File: config.mk
export PLATFORM = sky130hd
export DESIGN_NAME = time_of_day_relay_scheduler
export DESIGN_NICKNAME = d
export VERILOG_FILES = /design/src/rtl/tors_pkg.sv /design/src/rtl/tors_slot_table.sv /design/src/rtl/tors_ctrl.sv /design/src/rtl/time_of_day_relay_scheduler.sv
export SDC_FILE = /design/constraint.sdc
export NUM_CORES = 1
export LEC_CHECK = 0
export BUFFER_PORTS_ARGS = -buffer_cell sky130_fd_sc_hd__buf_2
export CORE_MARGIN = 2
export CORE_UTILIZATION = 40
export DETAILED_ROUTE_END_ITERATION = 6
export GPL_ROUTABILITY_DRIVEN = 0
export SLEW_MARGIN = 20
export SYNTH_ARGS = -nofsm -noshare
export SYNTH_HDL_FRONTEND = slang
export SYNTH_HIERARCHICAL = 1
export SYNTH_SLANG_ARGS = --single-unit
File: constraint.sdc
create_clock -name clk -period 4.1 [get_ports clk]
set_clock_uncertainty 0.15 [all_clocks]
set_input_delay 0.41 -clock clk [delete_from_list [all_inputs] [get_ports clk]]
set_output_delay 0.41 -clock clk [all_outputs]
set_load 0.03 [all_outputs]
File: src/rtl/tors_pkg.sv
package tors_pkg;

  localparam int unsigned MIN_W       = 11;
  localparam int unsigned SLOT_IDX_W  = 4;
  localparam logic [MIN_W-1:0] DAY_MINUTES = MIN_W'(1440);

  typedef enum logic [1:0] {
    MODE_TICK   = 2'd0,
    MODE_WRITE  = 2'd1,
    MODE_MANUAL = 2'd2,
    MODE_NONE   = 2'd3
  } tors_mode_t;

  typedef enum logic [1:0] {
    ST_IDLE,
    ST_SCAN,
    ST_APPLY,
    ST_REPORT
  } tors_state_t;

  typedef struct packed {
    logic [1:0]            mode;
    logic [SLOT_IDX_W-1:0] slot;
    logic [MIN_W-1:0]      minute;
    logic [MIN_W-1:0]      off_minute;
    logic                  on_enable;
    logic                  off_enable;
    logic                  repeat_enable;
    logic                  relay_cmd;
  } tors_in_t;

  typedef struct packed {
    logic relay_on;
    logic changed;
  } tors_out_t;

  typedef struct packed {
    logic off_en;
    logic on_en;
    logic rpt_en;
  } tors_en_t;

  typedef struct packed {
    logic [MIN_W-1:0] on_time;
    logic [MIN_W-1:0] off_time;
    tors_en_t         en;
  } tors_slot_t;

  // Write port of the slot table
  typedef struct packed {
    logic [SLOT_IDX_W-1:0] idx;
    logic                  on_we;
    logic                  off_we;
    logic                  en_we;
    logic [MIN_W-1:0]      on_time;
    logic [MIN_W-1:0]      off_time;
    tors_en_t              en;
  } tors_wr_t;

endpackage

File: src/rtl/tors_slot_table.sv
module tors_slot_table #(
  parameter int unsigned SLOT_COUNT = 4,
  parameter int unsigned IDX_W      = 2
) (
  input  logic                clk,
  input  logic                rst,
  input  tors_pkg::tors_wr_t  wr,
  input  logic [IDX_W-1:0]    rd_idx,
  output tors_pkg::tors_slot_t rd_slot
);
  import tors_pkg::*;

  tors_slot_t slots [SLOT_COUNT];
  logic [IDX_W-1:0] wr_idx;

  assign wr_idx  = wr.idx[IDX_W-1:0];
  assign rd_slot = slots[rd_idx];

  always_ff @(posedge clk) begin
    if (rst) begin
      for (int i = 0; i < SLOT_COUNT; i++) begin
        slots[i] <= '0;
      end
    end else begin
      if (wr.on_we) begin
        slots[wr_idx].on_time <= wr.on_time;
      end
      if (wr.off_we) begin
        slots[wr_idx].off_time <= wr.off_time;
      end
      if (wr.en_we) begin
        slots[wr_idx].en <= wr.en;
      end
    end
  end

endmodule

File: src/rtl/tors_ctrl.sv
module tors_ctrl #(
  parameter int unsigned SLOT_COUNT = 4,
  parameter int unsigned IDX_W      = 2
) (
  input  logic                 clk,
  input  logic                 rst,
  input  logic                 start,
  input  tors_pkg::tors_in_t   req,
  output logic                 busy,
  output logic                 done,
  output tors_pkg::tors_out_t  rsp,
  output tors_pkg::tors_wr_t   wr,
  output logic [IDX_W-1:0]     rd_idx,
  input  tors_pkg::tors_slot_t rd_slot
);
  import tors_pkg::*;

  localparam logic [IDX_W-1:0] LAST_IDX = IDX_W'(SLOT_COUNT - 1);
  localparam logic [SLOT_IDX_W:0] SLOT_LIMIT = (SLOT_IDX_W + 1)'(SLOT_COUNT);

  tors_state_t state, state_next;
  tors_in_t    item;
  logic [IDX_W-1:0] idx;
  logic        relay;
  logic        relay_next;
  logic        pending;
  logic        pending_next;
  tors_mode_t  mode;
  logic        slot_ok;

  // per-slot evaluation during a tick
  logic     hit_on, hit_off, mid_relay, mid_off, chg_relay, chg_en;
  tors_en_t en_new;

  assign mode    = tors_mode_t'(item.mode);
  assign slot_ok = {1'b0, item.slot} < SLOT_LIMIT;
  assign rd_idx  = idx;

  always_comb begin
    hit_on    = rd_slot.en.on_en && (rd_slot.on_time == item.minute);
    mid_relay = hit_on ? 1'b1 : relay;
    mid_off   = (hit_on && !rd_slot.en.rpt_en) ? 1'b1 : rd_slot.en.off_en;
    hit_off   = mid_off && (rd_slot.off_time == item.minute);
    en_new        = rd_slot.en;
    en_new.off_en = (hit_off && !rd_slot.en.rpt_en) ? 1'b0 : mid_off;
    chg_relay = (hit_on && !relay) || (hit_off && mid_relay);
    chg_en    = (mid_off != rd_slot.en.off_en) ||
                (hit_off && !rd_slot.en.rpt_en && mid_off);
  end

  always_comb begin
    state_next = state;
    unique case (state)
      ST_IDLE: begin
        if (start) begin
          state_next = (tors_mode_t'(req.mode) == MODE_TICK) ? ST_SCAN : ST_APPLY;
        end
      end
      ST_SCAN: begin
        if (idx == LAST_IDX) begin
          state_next = ST_REPORT;
        end
      end
      ST_APPLY:  state_next = ST_REPORT;
      ST_REPORT: state_next = ST_IDLE;
      default:   state_next = ST_IDLE;
    endcase
  end

  always_comb begin
    busy         = (state != ST_IDLE);
    done         = (state == ST_REPORT);
    rsp.relay_on = relay;
    rsp.changed  = pending;
    relay_next   = relay;
    pending_next = pending;
    wr           = '0;
    wr.idx       = item.slot;
    unique case (state)
      ST_SCAN: begin
        wr.idx     = SLOT_IDX_W'(idx);
        wr.en_we   = 1'b1;
        wr.en      = en_new;
        relay_next = hit_off ? 1'b0 : mid_relay;
        if (chg_relay || chg_en) begin
          pending_next = 1'b1;
        end
      end
      ST_APPLY: begin
        priority if (mode == MODE_WRITE && slot_ok) begin
          wr.on_we    = item.minute < DAY_MINUTES;
          wr.off_we   = item.off_minute < DAY_MINUTES;
          wr.en_we    = 1'b1;
          wr.on_time  = item.minute;
          wr.off_time = item.off_minute;
          wr.en       = '{off_en: item.off_enable, on_en: item.on_enable,
                          rpt_en: item.repeat_enable};
          if (wr.on_we || wr.off_we || (wr.en != rd_slot.en)) begin
            pending_next = 1'b1;
          end
        end else if (mode == MODE_MANUAL) begin
          relay_next = item.relay_cmd;
          if (item.relay_cmd != relay) begin
            pending_next = 1'b1;
          end
        end else begin
        end
      end
      ST_REPORT: begin
        // report the flag, then drop it after a tick
        if (mode == MODE_TICK) begin
          pending_next = 1'b0;
        end
      end
      default: begin
      end
    endcase
  end

  always_ff @(posedge clk) begin
    if (rst) begin
      state   <= ST_IDLE;
      relay   <= 1'b0;
      pending <= 1'b0;
      idx     <= '0;
    end else begin
      state   <= state_next;
      relay   <= relay_next;
      pending <= pending_next;
      if (state == ST_IDLE) begin
        // point the read port at slot 0 for a tick, or at the addressed slot otherwise
        idx <= (tors_mode_t'(req.mode) == MODE_TICK) ? '0 : req.slot[IDX_W-1:0];
      end else if (state == ST_SCAN && idx != LAST_IDX) begin
        idx <= idx + 1'b1;
      end
    end
  end

  always_ff @(posedge clk) begin
    if (state == ST_IDLE && start) begin
      item <= req;
    end
  end

endmodule

File: src/rtl/time_of_day_relay_scheduler.sv
// Channel   Handshake              Payload
// request   start / busy           req  (tors_in_t)
// result    done (one-cycle pulse) rsp  (tors_out_t)
//
// A transaction is taken when start is high and busy is low; busy then stays high.
// A tick visits one slot per cycle with one match unit, then reports.
// Any other request passes through the apply state, then the report state.
// The result is shown for one cycle on done; the receiver cannot stall it.
// Synchronous reset clears the relay, the pending flag and every slot.
module time_of_day_relay_scheduler #(
  parameter int unsigned SLOT_COUNT = 4
) (
  input  logic                clk,
  input  logic                rst,
  input  logic                start,
  input  tors_pkg::tors_in_t  req,
  output logic                busy,
  output logic                done,
  output tors_pkg::tors_out_t rsp
);
  import tors_pkg::*;

  localparam int unsigned IDX_W = (SLOT_COUNT > 1) ? $clog2(SLOT_COUNT) : 1;

  tors_wr_t         wr;
  logic [IDX_W-1:0] rd_idx;
  tors_slot_t       rd_slot;

  tors_slot_table #(
    .SLOT_COUNT(SLOT_COUNT),
    .IDX_W     (IDX_W)
  ) u_table (
    .clk    (clk),
    .rst    (rst),
    .wr     (wr),
    .rd_idx (rd_idx),
    .rd_slot(rd_slot)
  );

  tors_ctrl #(
    .SLOT_COUNT(SLOT_COUNT),
    .IDX_W     (IDX_W)
  ) u_ctrl (
    .clk    (clk),
    .rst    (rst),
    .start  (start),
    .req    (req),
    .busy   (busy),
    .done   (done),
    .rsp    (rsp),
    .wr     (wr),
    .rd_idx (rd_idx),
    .rd_slot(rd_slot)
  );

  a_accept_busy: assert property (@(posedge clk) disable iff (rst)
    (start && !busy) |=> busy)
    else $error("accepted transaction did not raise busy");

  a_done_in_busy: assert property (@(posedge clk) disable iff (rst)
    done |-> busy)
    else $error("result strobe outside a transaction");

  a_done_single: assert property (@(posedge clk) disable iff (rst)
    done |=> (!done && !busy))
    else $error("result strobe not followed by idle");

  a_table_write_busy: assert property (@(posedge clk) disable iff (rst)
    (wr.on_we || wr.off_we || wr.en_we) |-> (busy && !done))
    else $error("slot table written outside the work phase");

endmodule

---- Yosys cells after proc, flatten, opt, wreduce, memory -nomap -nowiden ----
Memories as Yosys holds them, arrays and structs flattened. A register that Yosys moved wholly into a read port is not among the register bits.
Cells that the tools add are included.
word-level totals
  bits of input ports ..................... 35
  memories ................................ 1
  output and inout port bits .............. 4
  bits in read-only memories .............. 0
  RAM bits ................................ 100
  latch bits .............................. 0
  bits in registers ....................... 38
cells by class
  $lt $le $gt $ge ......................... 3
  shift operators ......................... 0
  eq/ne operators ......................... 21
  multipliers ............................. 0
  div/mod/pow operators ................... 0
  bitwise logic cells ..................... 0
  multiplexer cells ....................... 43
  reductions and logical operators ........ 28
  add/sub/neg operators ................... 1
memory list
  name           depth  bits a word  rd ports  clocked after memory_dff  wr ports  line                   RTL
  u_table.slots  4      25           1         1                         4         tors_slot_table.sv:13  tors_slot_t slots [SLOT_COUNT];
operator list
  operator                                                                       count
  28-bit 2-to-1 mux                                                              1
  25-bit 2-to-1 mux                                                              1
  25-bit OR reduction                                                            1
  1-bit 2-to-1 mux                                                               23
  11-bit equality test                                                           2
  11-bit less-than comparator (second input constant)                            2
  2-bit 2-to-1 mux                                                               11
  22-bit 2-to-1 mux                                                              1
  1-bit logical AND                                                              10
  2-bit equality test (second input constant)                                    4
  2-bit by 1-bit inequality test with 1-bit output (second input constant)       4
  2-bit case mux with 4 select lines                                             1
  2-bit zero test                                                                3
  2-bit inequality test (second input constant)                                  3
  3-bit by 1-bit inequality test with 1-bit output (second input constant)       2
  3-bit case mux with 2 select lines                                             1
  6-bit AND reduction                                                            1
  2-bit nonzero test                                                             3
  1-bit logical OR                                                               5
  2-bit by 1-bit equality test with 1-bit output (second input constant)         2
  4-bit by 3-bit less-than comparator with 1-bit output (second input constant)  1
  1-bit case mux with 2 select lines                                             2
  3-bit 2-to-1 mux                                                               1
  3-bit inequality test                                                          1
  other kinds (8)                                                                10

---- Logic depth before layout (Yosys ltp) ----
  word-level depth ........................ 11
  mapped depth ............................ 11

---- By module ----
Netlist, hierarchy kept.
modules (own cells, without submodules)
  module           instances  seq. area each (sq um)  cells an instance  area each (sq um)
  tors_slot_table  1          3,002.9                 274                4,590.7
  tors_ctrl        1          1,081.0                 181                2,083.2

---- Least setup slack after synthesis ----
Ideal clock, no wire load.
  kind .................................... reg-to-reg
  start point ............................. reg u_ctrl.idx[0], in the netlist u_ctrl/rd_idx[0]
  end point ............................... mem u_table/slots[0][2] (netlist bit), data pin
  clock period less this slack ............ 2.847 ns
  setup slack ............................. 1.253 ns
  arrival time ............................ 2.540 ns
  cell stages (with the launch flop) ...... 12
  buffers on the path ..................... 2
  path through ............................ dfxtp_1 > buf_6 > buf_12 > mux4_2 > xnor2_1 > nand4_1 > or3_1 > o21bai_1 > o211ai_1 > a21boi_0 > nand3b_1 > nor3_1
RTL lines
  item                    line                   RTL
  from (decl)             tors_ctrl.sv:23        logic [IDX_W-1:0] idx;
  from (signal assigned)  tors_ctrl.sv:132       idx <= (tors_mode_t'(req.mode) == MODE_TICK) ? '0 : req.slot[IDX_W-1:0];
  from (signal assigned)  tors_ctrl.sv:134       idx <= idx + 1'b1;
  to (decl)               tors_slot_table.sv:13

==> run metrics <==
Slew Viols, Final=0; synthesized net count=494; RSZ-0062 raised after global routing=no; all-layer global routing usage=0.175; yosys warns=6; vias=3903; grt ovf=0; leakage power=slightly below 3 nW; # port buffers=38; worst skew pair latency=0.42 ns; count of final hold-check violations=0; vias per inst=5.22; Detailed Route WL=roughly 14000 µm; Peak VDD IR=between 0.3 and 0.4 mV; fmax=approximately 300 MHz; Die Y=between 100 and 150 µm; syn_area_per_cell=14.7 µm²; Reg clk slew, reported paths=0.06 ns; Worst Hold Class=in2reg; max-cap viol count=0; vias in the first global route=4150; diode count=0; DPL Wire Length=9170 µm; Design Power=about 4.6 mW; largest net degree at the start of global routing=38; postcts setup bufs=0; CP arrival=3.49 ns; DRC=0; Slew Limit Headroom=0.323; CORE AREA=16400 µm²; setup TNS=0 ns; CTS tree=built; Site Rows=47; die area=between 15000 and 20000 µm²; first-pass GRT wire length=22800 µm; Min Clock Period, post-route=3.39 ns; CTS sink cnt=138; fillers=roughly 1400; CP required=roughly 4.2 ns; Setup crit end kind=register; clk root buf=clkbuf_16; DP Area=~7000 µm²; worst-case clock buffer depth=2; Tcrit/Tclk final=0.826; slowest CP cell=dfxtp_2; status=finished clean; kind of critical path=reg2reg; P&R area growth vs syn=18.7%; crit start category=register; critical-path cell list=mux4_2 > xnor2_1 > nand4_1 > or3_1 > o21bai_1 > o211ai_1 > a21boi_0 > nand3b_1 > nor3_1; Die X=approximately 130 µm; CP max stage delay=around 0.74 ns; Setup violations, final=0; IO Pins=39; # H-tree levels=4; post-route cell area=roughly 7900 µm²; cts repair resizes=0; Synth Cell Area=about 6700 µm²; Layout Nets=555; First-pass DRT Iterations=5; post-route ant nets=0; Num CTS Buffers=17; fraction of layout cells with a size suffix above 1=0.218; Crit Path Max Fanout=18; hold buffer count at cts=23; measured slew at the worst slew-check pin=1.01 ns; power per standard cell area=roughly 580 nW/µm²; Starting Density=0.406; initial antenna violation count=0; WL/cell=about 19 µm; Mapped Cells=453; DRT iter0 DRCs=about 250
[flip-flops by register name, summed over array words and instances (netlist names)]
name / count
u_ctrl/item: 30
u_ctrl/relay: 1
u_table/slots: 100
u_ctrl/state: 2
u_ctrl/rd_idx: 2
u_ctrl/mode: 2
u_ctrl/pending: 1
[layout by cell type (no fill, tap or decap), types with 3 or more instances in the layout]
| cell | count |
|---|---|
| buf_2 | 38 |
| nor2_1 | 15 |
| and4bb_1 | 4 |
| inv_1 | 7 |
| a21o_1 | 9 |
| dfxtp_1 | 5 |
| bufinv_16 | 5 |
| mux4_2 | 25 |
| nor3b_1 | 25 |
| buf_4 | 9 |
| nand2_1 | 5 |
| nor2b_1 | 5 |
| and3_1 | 21 |
| mux2i_1 | 3 |
| nor4_1 | 3 |
| a21oi_1 | 3 |
| xnor2_1 | 12 |
| dlygate4sd3_1 | 26 |
| and2_1 | 68 |
| clkbuf_16 | 17 |
| nand3b_1 | 3 |
| nand2b_1 | 4 |
| o21ai_0 | 6 |
| nand4_1 | 3 |
| a31o_2 | 3 |
| clkinv_1 | 6 |
| nor3_1 | 6 |
| ha_1 | 6 |
| xor2_1 | 15 |
| edfxtp_1 | 132 |
[report_power, final]
group	total (mW)	switching, mW	internal [mW]
Sequential	1.86	0.143	1.72
Clock	1.62	0.559	1.07
Combinational	1.07	0.625	0.441
Total	4.55	1.33	3.22
[worst paths after layout]
path,from,end,slack (ns),cells after the start
max,u_ctrl/rd_idx[0],u_table/slots[0][2],0.71,9
min,req[28],u_ctrl/item[28],0.02,1
max reg2reg,u_ctrl/rd_idx[0],u_table/slots[0][2],0.71,9
min reg2reg,u_ctrl/state[1],u_ctrl/state[1],0.39,2
[per-layer routing]
metal	share of wire	vias to the layer above	GRT usage
li1	-	1826	-
met1	0.42	1970	0.213
met2	0.51	91	0.299
met3	0.043	16	0.0433
met4	0.020	0	0.0687
met5	0	-	0
[per-stage QoR]
stage	utilization	setup WS [ns]	hold slack (ns)	instances
5_1_grt	0.482	0.435	0.000255	747
6_report	0.482	0.714	0.0229	747
2_1_floorplan	-	1.26	0.322	453
3_5_place_dp	0.428	0.701	0.388	689
3_3_place_gp	0.428	0.813	0.351	689
4_1_cts	0.480	0.693	0.000518	744
[critical path: cells and delay by family (launching register included)]
kind | cells | cell delay [ns]
xor+xnor | 1 | 0.20
mux | 1 | 0.60
simple gates | 4 | 0.91
compound gates | 3 | 0.62
flops | 1 | 0.74
[final cells by class]
type | count | area [µm²] | share of cell area
Sequential cell | 138 | 4090 | 0.517
Clock buffer | 17 | 425 | 0.0538
Inverter | 7 | 26.3 | 0.00332
Tap cell | 220 | 275 | 0.0348
Timing Repair Buffer | 73 | 518 | 0.0655
Clock inverter | 15 | 205 | 0.0259
Multi-Input combinational cell | 277 | 2370 | 0.300
(Power assumes the default switching activity.)
